## config.mk

```make
export PLATFORM = sky130hd
export DESIGN_NAME = i2c_master_bit_engine_core
export DESIGN_NICKNAME = d
export VERILOG_FILES = /design/src/hw/rtl/i2cm_pkg.sv /design/src/hw/rtl/i2c_master_bit_engine_core.sv /design/src/hw/rtl/i2cm_step.sv
export SDC_FILE = /design/constraint.sdc
export NUM_CORES = 1
export LEC_CHECK = 0
export ABC_CLOCK_PERIOD_IN_PS = 3330
export BUFFER_PORTS_ARGS = -buffer_cell sky130_fd_sc_hd__buf_2
export CAP_MARGIN = 20
export CORE_ASPECT_RATIO = 0.8
export CORE_MARGIN = 2
export CORE_UTILIZATION = 40
export DETAILED_ROUTE_END_ITERATION = 8
export MAX_ROUTING_LAYER = met4
export RECOVER_POWER = 50
export SLEW_MARGIN = 25
export SYNTH_ARGS = -nofsm -noshare
export SYNTH_HDL_FRONTEND = slang
export SYNTH_SLANG_ARGS = --single-unit
```

## constraint.sdc

```tcl
create_clock -name clk -period 3.33 [get_ports clk]
set_clock_uncertainty 0.1 [all_clocks]
set_input_delay 0.4995 -clock clk [delete_from_list [all_inputs] [get_ports clk]]
set_output_delay 0.4995 -clock clk [all_outputs]
set_load 0.05 [all_outputs]
```

## src/hw/rtl/i2cm_pkg.sv

```systemverilog
package i2cm_pkg;

  localparam logic [2:0] ACT_TICK      = 3'd0;
  localparam logic [2:0] ACT_START     = 3'd1;
  localparam logic [2:0] ACT_STOP      = 3'd2;
  localparam logic [2:0] ACT_WRITE     = 3'd3;
  localparam logic [2:0] ACT_READ_ACK  = 3'd4;
  localparam logic [2:0] ACT_READ_NACK = 3'd5;

  localparam logic [1:0] REG_SETUP_TICKS = 2'd0;
  localparam logic [1:0] REG_HIGH_TICKS  = 2'd1;
  localparam logic [1:0] REG_LOW_TICKS   = 2'd2;
  localparam logic [1:0] REG_ACK_TIMEOUT = 2'd3;

  localparam logic [7:0] SETUP_TICKS_RESET = 8'd1;
  localparam logic [7:0] HIGH_TICKS_RESET  = 8'd5;
  localparam logic [7:0] LOW_TICKS_RESET   = 8'd4;
  localparam logic [7:0] ACK_TIMEOUT_RESET = 8'd250;

  localparam logic [3:0] BITS_PER_BYTE = 4'd8;

  // Phase codes of the bit sequencer.
  localparam logic [3:0] PH_IDLE   = 4'd0;
  localparam logic [3:0] PH_S_A    = 4'd1;   // start: both lines high
  localparam logic [3:0] PH_S_B    = 4'd2;   // start: SDA low, SCL high
  localparam logic [3:0] PH_P_A    = 4'd3;   // stop: both lines low
  localparam logic [3:0] PH_P_B    = 4'd4;   // stop: SCL high
  localparam logic [3:0] PH_W_SET  = 4'd5;
  localparam logic [3:0] PH_W_HI   = 4'd6;
  localparam logic [3:0] PH_W_LO   = 4'd7;
  localparam logic [3:0] PH_K_SET  = 4'd8;
  localparam logic [3:0] PH_K_WAIT = 4'd9;
  localparam logic [3:0] PH_F_A    = 4'd10;  // stop after a failed acknowledge
  localparam logic [3:0] PH_F_B    = 4'd11;
  localparam logic [3:0] PH_R_LO   = 4'd12;
  localparam logic [3:0] PH_R_HI   = 4'd13;
  localparam logic [3:0] PH_A_SET  = 4'd14;
  localparam logic [3:0] PH_A_HI   = 4'd15;

  typedef struct packed {
    logic [3:0] phase;
    logic [3:0] bit_count;
    logic [7:0] tick_count;
    logic [7:0] shift_reg;
    logic [7:0] wait_count;
    logic       scl_reg;
    logic       sda_reg;
    logic       sda_dir;
  } engine_state_t;

  typedef struct packed {
    logic [7:0] setup_ticks;
    logic [7:0] high_ticks;
    logic [7:0] low_ticks;
    logic [7:0] ack_timeout;
  } engine_cfg_t;

  typedef struct packed {
    logic       scl_level;
    logic       sda_level;
    logic       sda_drive;
    logic       busy_res;
    logic       done_res;
    logic       ack_ok;
    logic [7:0] read_data;
    logic       rejected;
  } engine_result_t;

endpackage

```

## src/hw/rtl/i2c_master_bit_engine_core.sv

```systemverilog
// Channel  | Direction | Handshake           | Payload
// ---------+-----------+---------------------+-----------------------------------------
// input    | in        | in_valid / in_stall | action, data_byte, sda_in
// result   | out       | out_valid/out_stall | scl_level, sda_level, sda_drive, busy_res,
//          |           |                     | done_res, ack_ok, read_data, rejected
// config   | in        | cfg_valid/cfg_ready | cfg_index, cfg_data
//
// For every item, tick or command, the sequencer state and the result register are updated at the
// edge where the item is accepted, so one item per clock is sustained while the output is not stalled.
// The result appears in the output register the cycle after acceptance.
// Input stalls only while a result is held in the output register and the output is stalled.
// Synchronous reset sets the sequencer's SCL and SDA registers high with SDA driven, the sequencer idle
// and the configuration registers at their defaults. Configuration writes are always ready.
module i2c_master_bit_engine_core (
  input  logic       clk,
  input  logic       rst,

  input  logic       in_valid,
  output logic       in_stall,
  input  logic [2:0] action,
  input  logic [7:0] data_byte,
  input  logic       sda_in,

  output logic       out_valid,
  input  logic       out_stall,
  output logic       scl_level,
  output logic       sda_level,
  output logic       sda_drive,
  output logic       busy_res,
  output logic       done_res,
  output logic       ack_ok,
  output logic [7:0] read_data,
  output logic       rejected,

  input  logic       cfg_valid,
  output logic       cfg_ready,
  input  logic [1:0] cfg_index,
  input  logic [7:0] cfg_data
);

  i2cm_pkg::engine_state_t  state;
  i2cm_pkg::engine_state_t  state_next;
  i2cm_pkg::engine_cfg_t    cfg;
  i2cm_pkg::engine_result_t result_next;
  i2cm_pkg::engine_result_t result;
  logic                     in_accept;

  assign cfg_ready = 1'b1;
  assign in_stall  = out_valid && out_stall;
  assign in_accept = in_valid && !in_stall;

  i2cm_step u_step (
    .state      (state),
    .cfg        (cfg),
    .action     (action),
    .data_byte  (data_byte),
    .sda_in     (sda_in),
    .state_next (state_next),
    .result     (result_next)
  );

  always_ff @(posedge clk) begin
    if (rst) begin
      cfg.setup_ticks <= i2cm_pkg::SETUP_TICKS_RESET;
      cfg.high_ticks  <= i2cm_pkg::HIGH_TICKS_RESET;
      cfg.low_ticks   <= i2cm_pkg::LOW_TICKS_RESET;
      cfg.ack_timeout <= i2cm_pkg::ACK_TIMEOUT_RESET;
    end else if (cfg_valid && cfg_ready) begin
      unique case (cfg_index)
        i2cm_pkg::REG_SETUP_TICKS: cfg.setup_ticks <= cfg_data;
        i2cm_pkg::REG_HIGH_TICKS:  cfg.high_ticks  <= cfg_data;
        i2cm_pkg::REG_LOW_TICKS:   cfg.low_ticks   <= cfg_data;
        i2cm_pkg::REG_ACK_TIMEOUT: cfg.ack_timeout <= cfg_data;
      endcase
    end
  end

  always_ff @(posedge clk) begin
    if (rst) begin
      state.phase      <= i2cm_pkg::PH_IDLE;
      state.bit_count  <= 4'd0;
      state.tick_count <= 8'd0;
      state.shift_reg  <= 8'd0;
      state.wait_count <= 8'd0;
      state.scl_reg    <= 1'b1;
      state.sda_reg    <= 1'b1;
      state.sda_dir    <= 1'b1;
    end else if (in_accept) begin
      state <= state_next;
    end
  end

  always_ff @(posedge clk) begin
    if (rst) begin
      out_valid <= 1'b0;
    end else if (in_accept) begin
      out_valid <= 1'b1;
    end else if (!out_stall) begin
      out_valid <= 1'b0;
    end
  end

  always_ff @(posedge clk) begin
    if (in_accept) begin
      result <= result_next;
    end
  end

  assign scl_level = result.scl_level;
  assign sda_level = result.sda_level;
  assign sda_drive = result.sda_drive;
  assign busy_res  = result.busy_res;
  assign done_res  = result.done_res;
  assign ack_ok    = result.ack_ok;
  assign read_data = result.read_data;
  assign rejected  = result.rejected;

endmodule

```

## src/hw/rtl/i2cm_step.sv

```systemverilog
module i2cm_step (
  input  i2cm_pkg::engine_state_t  state,
  input  i2cm_pkg::engine_cfg_t    cfg,
  input  logic [2:0]               action,
  input  logic [7:0]               data_byte,
  input  logic                     sda_in,
  output i2cm_pkg::engine_state_t  state_next,
  output i2cm_pkg::engine_result_t result
);

  logic [7:0] dur;
  logic [7:0] dur_eff;
  logic [8:0] tick_inc;
  logic       over;
  logic [3:0] bit_inc;
  logic [7:0] wait_inc;
  logic [7:0] shift_w;
  logic [7:0] shift_r;
  logic       done;
  logic       ack;
  logic       rej;
  logic [7:0] rd;

  // Duration of the phase in progress; a zero register counts as one tick.
  always_comb begin
    unique case (state.phase)
      i2cm_pkg::PH_W_SET, i2cm_pkg::PH_K_SET, i2cm_pkg::PH_A_SET: dur = cfg.setup_ticks;
      i2cm_pkg::PH_W_LO, i2cm_pkg::PH_R_LO:                      dur = cfg.low_ticks;
      default:                                                   dur = cfg.high_ticks;
    endcase
  end

  assign dur_eff  = (dur == 8'd0) ? 8'd1 : dur;
  assign tick_inc = {1'b0, state.tick_count} + 9'd1;
  assign over     = tick_inc >= {1'b0, dur_eff};
  assign bit_inc  = state.bit_count + 4'd1;
  assign wait_inc = state.wait_count + 8'd1;
  assign shift_w  = {state.shift_reg[6:0], 1'b0};
  assign shift_r  = {state.shift_reg[6:0], sda_in};

  always_comb begin
    state_next = state;
    done       = 1'b0;
    ack        = 1'b0;
    rej        = 1'b0;
    rd         = 8'd0;

    if (action >= i2cm_pkg::ACT_START && action <= i2cm_pkg::ACT_READ_NACK) begin
      if (state.phase != i2cm_pkg::PH_IDLE) begin
        rej = 1'b1;
      end else begin
        state_next.tick_count = 8'd0;
        priority if (action == i2cm_pkg::ACT_START) begin
          state_next.sda_dir = 1'b1;
          state_next.sda_reg = 1'b1;
          state_next.scl_reg = 1'b1;
          state_next.phase   = i2cm_pkg::PH_S_A;
        end else if (action == i2cm_pkg::ACT_STOP) begin
          state_next.sda_dir = 1'b1;
          state_next.sda_reg = 1'b0;
          state_next.scl_reg = 1'b0;
          state_next.phase   = i2cm_pkg::PH_P_A;
        end else if (action == i2cm_pkg::ACT_WRITE) begin
          state_next.sda_dir   = 1'b1;
          state_next.scl_reg   = 1'b0;
          state_next.shift_reg = data_byte;
          state_next.bit_count = 4'd0;
          state_next.sda_reg   = data_byte[7];
          state_next.phase     = i2cm_pkg::PH_W_SET;
        end else begin
          state_next.sda_dir    = 1'b0;
          state_next.sda_reg    = 1'b1;
          state_next.scl_reg    = 1'b0;
          state_next.shift_reg  = 8'd0;
          state_next.bit_count  = 4'd0;
          // The low bit of the wait counter carries the ACK/NACK choice for reads.
          state_next.wait_count = {7'd0, action == i2cm_pkg::ACT_READ_NACK};
          state_next.phase      = i2cm_pkg::PH_R_LO;
        end
      end
    end else if (action == i2cm_pkg::ACT_TICK) begin
      if (state.phase != i2cm_pkg::PH_IDLE && state.phase != i2cm_pkg::PH_K_WAIT) begin
        state_next.tick_count = over ? 8'd0 : tick_inc[7:0];
      end
      unique case (state.phase)
        i2cm_pkg::PH_IDLE: begin
        end
        i2cm_pkg::PH_S_A: begin
          if (over) begin
            state_next.sda_reg = 1'b0;
            state_next.phase   = i2cm_pkg::PH_S_B;
          end
        end
        i2cm_pkg::PH_S_B: begin
          if (over) begin
            state_next.scl_reg = 1'b0;
            state_next.phase   = i2cm_pkg::PH_IDLE;
            done               = 1'b1;
          end
        end
        i2cm_pkg::PH_P_A: begin
          if (over) begin
            state_next.scl_reg = 1'b1;
            state_next.phase   = i2cm_pkg::PH_P_B;
          end
        end
        i2cm_pkg::PH_F_A: begin
          if (over) begin
            state_next.scl_reg = 1'b1;
            state_next.phase   = i2cm_pkg::PH_F_B;
          end
        end
        i2cm_pkg::PH_P_B, i2cm_pkg::PH_F_B: begin
          if (over) begin
            state_next.sda_reg = 1'b1;
            state_next.phase   = i2cm_pkg::PH_IDLE;
            done               = 1'b1;
          end
        end
        i2cm_pkg::PH_W_SET: begin
          if (over) begin
            state_next.scl_reg = 1'b1;
            state_next.phase   = i2cm_pkg::PH_W_HI;
          end
        end
        i2cm_pkg::PH_W_HI: begin
          if (over) begin
            state_next.scl_reg = 1'b0;
            state_next.phase   = i2cm_pkg::PH_W_LO;
          end
        end
        i2cm_pkg::PH_W_LO: begin
          if (over) begin
            state_next.bit_count = bit_inc;
            state_next.shift_reg = shift_w;
            if (bit_inc >= i2cm_pkg::BITS_PER_BYTE) begin
              state_next.sda_dir = 1'b0;
              state_next.sda_reg = 1'b1;
              state_next.phase   = i2cm_pkg::PH_K_SET;
            end else begin
              state_next.sda_reg = shift_w[7];
              state_next.phase   = i2cm_pkg::PH_W_SET;
            end
          end
        end
        i2cm_pkg::PH_K_SET: begin
          if (over) begin
            state_next.scl_reg    = 1'b1;
            state_next.wait_count = 8'd0;
            state_next.phase      = i2cm_pkg::PH_K_WAIT;
          end
        end
        i2cm_pkg::PH_K_WAIT: begin
          if (!sda_in) begin
            state_next.scl_reg    = 1'b0;
            state_next.tick_count = 8'd0;
            state_next.phase      = i2cm_pkg::PH_IDLE;
            done                  = 1'b1;
            ack                   = 1'b1;
          end else begin
            state_next.wait_count = wait_inc;
            // Timed out: pull both lines low and run a stop on our own.
            if (wait_inc >= cfg.ack_timeout) begin
              state_next.sda_dir    = 1'b1;
              state_next.sda_reg    = 1'b0;
              state_next.scl_reg    = 1'b0;
              state_next.tick_count = 8'd0;
              state_next.phase      = i2cm_pkg::PH_F_A;
            end
          end
        end
        i2cm_pkg::PH_R_LO: begin
          if (over) begin
            state_next.scl_reg = 1'b1;
            state_next.phase   = i2cm_pkg::PH_R_HI;
          end
        end
        i2cm_pkg::PH_R_HI: begin
          if (over) begin
            state_next.shift_reg = shift_r;
            state_next.scl_reg   = 1'b0;
            state_next.bit_count = bit_inc;
            if (bit_inc >= i2cm_pkg::BITS_PER_BYTE) begin
              state_next.sda_dir = 1'b1;
              state_next.sda_reg = state.wait_count[0];
              state_next.phase   = i2cm_pkg::PH_A_SET;
            end else begin
              state_next.phase   = i2cm_pkg::PH_R_LO;
            end
          end
        end
        i2cm_pkg::PH_A_SET: begin
          if (over) begin
            state_next.scl_reg = 1'b1;
            state_next.phase   = i2cm_pkg::PH_A_HI;
          end
        end
        i2cm_pkg::PH_A_HI: begin
          if (over) begin
            state_next.scl_reg = 1'b0;
            state_next.phase   = i2cm_pkg::PH_IDLE;
            done               = 1'b1;
            rd                 = state.shift_reg;
          end
        end
      endcase
    end
  end

  always_comb begin
    result.scl_level = state_next.scl_reg;
    result.sda_level = state_next.sda_reg;
    result.sda_drive = state_next.sda_dir;
    result.busy_res  = state_next.phase != i2cm_pkg::PH_IDLE;
    result.done_res  = done;
    result.ack_ok    = ack;
    result.read_data = rd;
    result.rejected  = rej;
  end

endmodule
```

-- Word level (Yosys, flattened, before mapping)
Index checks and enable logic that the tools add are counted.
- logic and storage cells: 160
- flip-flop bits (word level): 83
- order comparisons: 5
- muxes and demuxes: 66
- bitwise logic cells: 4
- reduce and logical (&&, ||, !) cells: 29
- eq/ne operators: 32
- add/sub/neg operators: 3
- operators with widths (kind ; number):
    8-bit 2-to-1 mux ; 14
    35-bit 2-to-1 mux ; 3
    4-bit 2-to-1 mux ; 16
    4-bit one-hot mux with 12 select lines ; 1
    8-bit one-hot mux with 2 select lines ; 3
    4-bit equality test, second input constant ; 8
    16-bit 2-to-1 mux ; 2
    4-bit by 3-bit equality test with 1-bit output, second input constant ; 4
    1-bit 2-to-1 mux ; 12
    3-bit 2-to-1 mux ; 4
    2-bit 2-to-1 mux ; 5
    1-bit one-hot mux with 5 select lines ; 2
    8-bit by 1-bit adder with 9-bit output, second input constant ; 1
    9-bit by 8-bit >= comparator with 1-bit output ; 1
    9-bit 2-to-1 mux ; 1
    3-bit by 1-bit inequality test with 1-bit output, second input constant ; 3
    9-bit AND reduction ; 1
    3-bit OR reduction ; 3
    8-bit by 1-bit adder with 8-bit output, second input constant ; 1
    4-bit by 2-bit equality test with 1-bit output, second input constant ; 2
    8-bit >= comparator ; 1
    8-bit logical NOT ; 1
    2-bit inequality test, second input constant ; 4
    4-bit one-hot mux with 2 select lines ; 1
    29 further kinds ; 45

-- Logic depth before layout (Yosys ltp)
- depth after elaboration: 14
- gate-level depth with buffers: 18

-- By module
From an unflattened synthesis, not the netlist that was laid out.
- cells, all modules: 661
- area total of the unflattened synthesis: 5741.8 um^2
- by module, submodules not included (module ; area an instance (um^2) ; instances ; cells an instance ; seq. area each (um^2)):
    i2c_master_bit_engine_core ; 3365.7 ; 1 ; 300 ; 1811.7
    i2cm_step ; 2376.0 ; 1 ; 361 ; 0.0

-- Worst setup path after synthesis
OpenSTA, ideal clock, no wires.
- kind: register to register
- start: register state[31] (netlist name)
- end: register result (netlist bit busy_res) (data pin)
- arrival time: 2.976 ns
- setup time: 0.278 ns
- required time: 2.952 ns
- buffers on the path: 3
- stages on the path, launching flop included: 16
- path slack: -0.024 ns
- cells stage by stage: dfxtp_1 -> buf_4 -> nor2_1 -> o21a_1 -> buf_2 -> nor2_1 -> a21oi_1 -> ha_1 -> and2_1 -> and4_1 -> a21oi_2 -> and2_1 -> buf_2 -> a211oi_1 -> a221oi_1 -> nand4_1
- RTL lines (what ; line ; RTL):
    end signal, assigned ; i2c_master_bit_engine_core.sv:105 ; result <= result_next;
    end, declared ; i2c_master_bit_engine_core.sv:45 ; i2cm_pkg::engine_result_t result;

-- Worst setup path in the final report
- start: register state[32] (netlist name)
- end: register state[10] (netlist name)
- longest elaborated chain between the ends: 8
- elaborated cells on any way between the ends: 21
- ends and longest elaborated chain (what ; line ; RTL):
    4-bit by 3-bit equality test with 1-bit output (tied with other cells) ; i2cm_step.sv:26 ; unique case (state.phase)
    3-bit OR reduction / 2-bit OR reduction (equally long branches) ; i2cm_step.sv:26 ;
    8-bit one-hot mux with 2 select lines ; i2cm_step.sv:26 ;
    8-bit logical NOT ; i2cm_step.sv:33 ; assign dur_eff = (dur == 8'd0) ? 8'd1 : dur;
    8-bit 2-to-1 mux ; i2cm_step.sv:33 ;
    9-bit by 8-bit >= comparator with 1-bit output ; i2cm_step.sv:35 ; assign over = tick_inc >= {1'b0, dur_eff};
    3-bit by 1-bit inequality test with 1-bit output (no source line) ; -- ;
    9-bit AND reduction (no source line) ; -- ;
Parallel ways exist; a longest one is shown, timed or not. The select of a mux whose other input is x is not followed.
A chain may end at the register's enable or synchronous reset.

==> run metrics <==
status=finished with violations; violated checks=setup timing; max incr delay on CP=roughly 0.43 ns; largest net degree at the start of global routing=53; metal2 WL=between 6000 and 7000 um; clock transition at the registers of the reported paths=0.06 ns; Hold Crit Class=input port to flop; Mapped Area=between 4000 and 5000 um^2; RSZ-0062 raised after global routing=yes; crit-path max FO=8; Final Hold Fails=0; core box area=approximately 12000 um^2; DRC=0; clock insertion delay at the later pin of the skew report=0.35 ns; Setup Viol. Count Final=2; most common cell after layout, fill and taps aside=dfxtp_1; final slew viol count=0; Filler Cells Inserted=approximately 1100; CP Launch Type=flop; htree depth=3; Post-Synth XOR/XNOR Area=around 2.5%; commonest non-fill, non-tap cells in the layout=dfxtp_1, nand2_1, nor2_1; CTS tree=yes; num ports=between 40 and 50; via/cell ratio=5.806; WL final=14680 um; CP Cell Sequence=nand2b_4 > nor2_4 > o21a_4 > nor2_4 > a21oi_2 > buf_4 > ha_4 > and2_4 > and4_4 > a21oi_4 > buf_6 > a31oi_4 > o21ai_4 > buf_6 > or3b_2 > a21oi_1; Yosys warnings=0; CP Capture Type=flop; Die Ht=a little over 100 um; Core Util, Final=roughly half; max_cap viols=0; reg2reg setup slack=-0.004 ns; Tot GR Track Use=between 20% and 30%; Gate Count Post-Synth=slightly below 600; number of diodes=0; clock sink count=83; GPL Wtd Cong=0.9154; routed length per instance=between 15 and 20 um; initial antenna violation count=0; Final period util=100.1%; Post-CTS Hold Buffers=0; sequential-to-total area share from yosys stat=approximately 37%; WP data required=around 3.5 ns; Die Span X=~130 um; synth unique cells=69; Worst IR Drop VDD=between 0.2 and 0.25 mV; Buf+Inv Stages, Crit Path=3; vias in the first global route=~4300; kind of critical path=flop to flop; Area Growth Syn to Fin=25.29%; Synth Area in Compound Gates=a little under a quarter; wire length of the first global-routing pass=about 23000 um; Adder-Cell Fraction of Synth Area=under 10%; asr flop ratio synth=0%; DRT iter0 DRCs=between 400 and 500; DRT antenna net count=0; Metal-1 WL=a little over 7000 um; Pleak=between 2 and 2.5 nW; Max-slew headroom=a little under three fifths; via count=4778; wire length on met3=a little over 900 um; clock root cell=clkbuf_16; Simple-Gate Fraction of Synth Area=between 20% and 30%; TritonCTS Buffers=9; initial core utilization=between 40% and 50%; mux cell area share after synthesis=under 10%; Clock Path Buffers=2; cell family with the largest share of critical-path delay=simple AND/OR/NAND/NOR gates; layout cell share with drive strength beyond 1=26.53%; #FFs+latches synth=83; fmax=between 0.2 and 0.3 GHz; Main synth FF type=dfxtp_1; total negative slack=-0.005626 ns; number of synthesized flops with an enable pin=15; CP max-delay cell=or3b_2; pin slew with the least headroom to its limit=roughly 0.67 ns; Nets=712; global route total overflow=0; syn_nets=between 600 and 700; hpwl dp=roughly 10000 um; WP data arrival=about 3.5 ns; Post-Syn Area per Cell=around 8.3 um^2; DIE AREA=roughly 13000 um^2; largest family of logic cells by synthesized area=compound AO/OA/AOI/OAI gates; Power Density=between 400 and 500 nW/um^2; First-pass DRT Iterations=5; final worst path period need=3.334 ns; highest metal used=met4; Rows=36; PortBufs=43; setup ws final=-0.004267 ns
final cells by class:
class / instances / area, um^2 / area share (%)
Multi-Input combinational cell: 454 / 3173 / 51.35
Sequential cell: 83 / 1824 / 29.52
Timing Repair Buffer: 98 / 655.6 / 10.61
Inverter: 20 / 75.07 / 1.215
Tap cell: 152 / 190.2 / 3.078
Clock inverter: 4 / 25.02 / 0.4049
Clock buffer: 12 / 236.5 / 3.827
per-stage QoR:
stage | instance area (um^2) | cells | total power [mW] | worst slack (ns) | hold WS [ns]
after global routing | 6180 | 823 | 2.665 | -0.1008 | 0.2749
after floorplan | 4935 | 597 | 1.419 | 0.01125 | 0.3363
after detailed placement | 5520 | 798 | 1.582 | -0.3747 | 0.3605
final | 6180 | 823 | 2.559 | -0.004267 | 0.2735
after global placement | 5520 | 798 | 1.580 | -0.2037 | 0.3517
after CTS | 5918 | 819 | 2.536 | 0.001702 | 0.2667
path summary, 6_finish.rpt:
path	from	end	cells after the start
max	state[32]	state[10]	16
min	in_valid	out_valid	2
max reg2reg	state[32]	state[10]	16
min reg2reg	cfg[11]	cfg[11]	2
synthesized netlist by cell type (all sizes together) (2+ instances only):
cell | number | share of area [%]
o21ai | 28 | 3.0
a311oi | 2 | 0.36
nand4 | 3 | 0.38
nor2 | 55 | 4.5
a41o | 2 | 0.41
xnor2 | 10 | 1.8
o22ai | 2 | 0.25
mux2i | 18 | 3.7
o211ai | 14 | 2.1
edfxtp | 15 | 9.1
nand2b | 10 | 1.3
a32oi | 2 | 0.36
a31oi | 8 | 1.0
a221oi | 3 | 0.53
clkbuf | 17 | 1.3
inv | 19 | 1.4
buf | 25 | 2.9
nor3b | 3 | 0.46
a21oi | 54 | 5.8
nand2 | 67 | 5.1
or3 | 3 | 0.38
ha | 19 | 4.8
nor2b | 6 | 0.76
a211oi | 11 | 1.8
a22oi | 8 | 1.2
or4 | 5 | 0.76
and4 | 2 | 0.36
xor2 | 4 | 0.71
or2 | 3 | 0.38
nor4 | 5 | 0.94
nand3b | 2 | 0.30
a21o | 6 | 0.91
mux2 | 2 | 0.46
a22o | 11 | 2.0
dfxtp | 68 | 28
and2 | 11 | 1.4
and3 | 9 | 1.1
o21a | 9 | 1.4
nand3 | 27 | 2.7
nor3 | 12 | 1.2
flip-flops by register name (all words and copies together), names as in the netlist:
register	count
sda_level	1
rejected	1
done_res	1
cfg	32
read_data	8
ack_ok	1
busy_res	1
state	35
sda_drive	1
out_valid	1
scl_level	1
power by group:
group	switching [mW]	total (mW)	internal, mW
Sequential	0.0278	1.09	1.06
Clock	0.416	0.922	0.507
Combinational	0.340	0.545	0.205
logic make-up after synthesis:
logic type | after synthesis
compound gates | 173
buf+inv | 62
simple gates | 225
xor+xnor | 14
mux | 20
other cells | 1
flops | 83
fa+ha+maj | 19
layer usage:
metal	GRT usage, %	vias to the layer above
met2	34.22	160
met3	4.321	18
met5	-	-
met4	6.509	0
li1	-	2305
met1	33.25	2295
timing repair:
item                       4_1_cts  5_1_grt
pin swaps                       10       30
gates resized for setup         28       53
buffers inserted                 3        3
setup endpoints to repair       43       48
gates cloned                     2        1
worst register-to-register path: cells and delay by family, from the launching register on:
family | cells | cell delay [ns]
AO/OA/AOI/OAI | 6 | 0.82
adder cells (fa/ha/maj) | 1 | 0.25
buffers and inverters | 3 | 0.45
flip-flops | 1 | 0.39
AND/OR/NAND/NOR | 6 | 1.25
(Power assumes the default switching activity.)
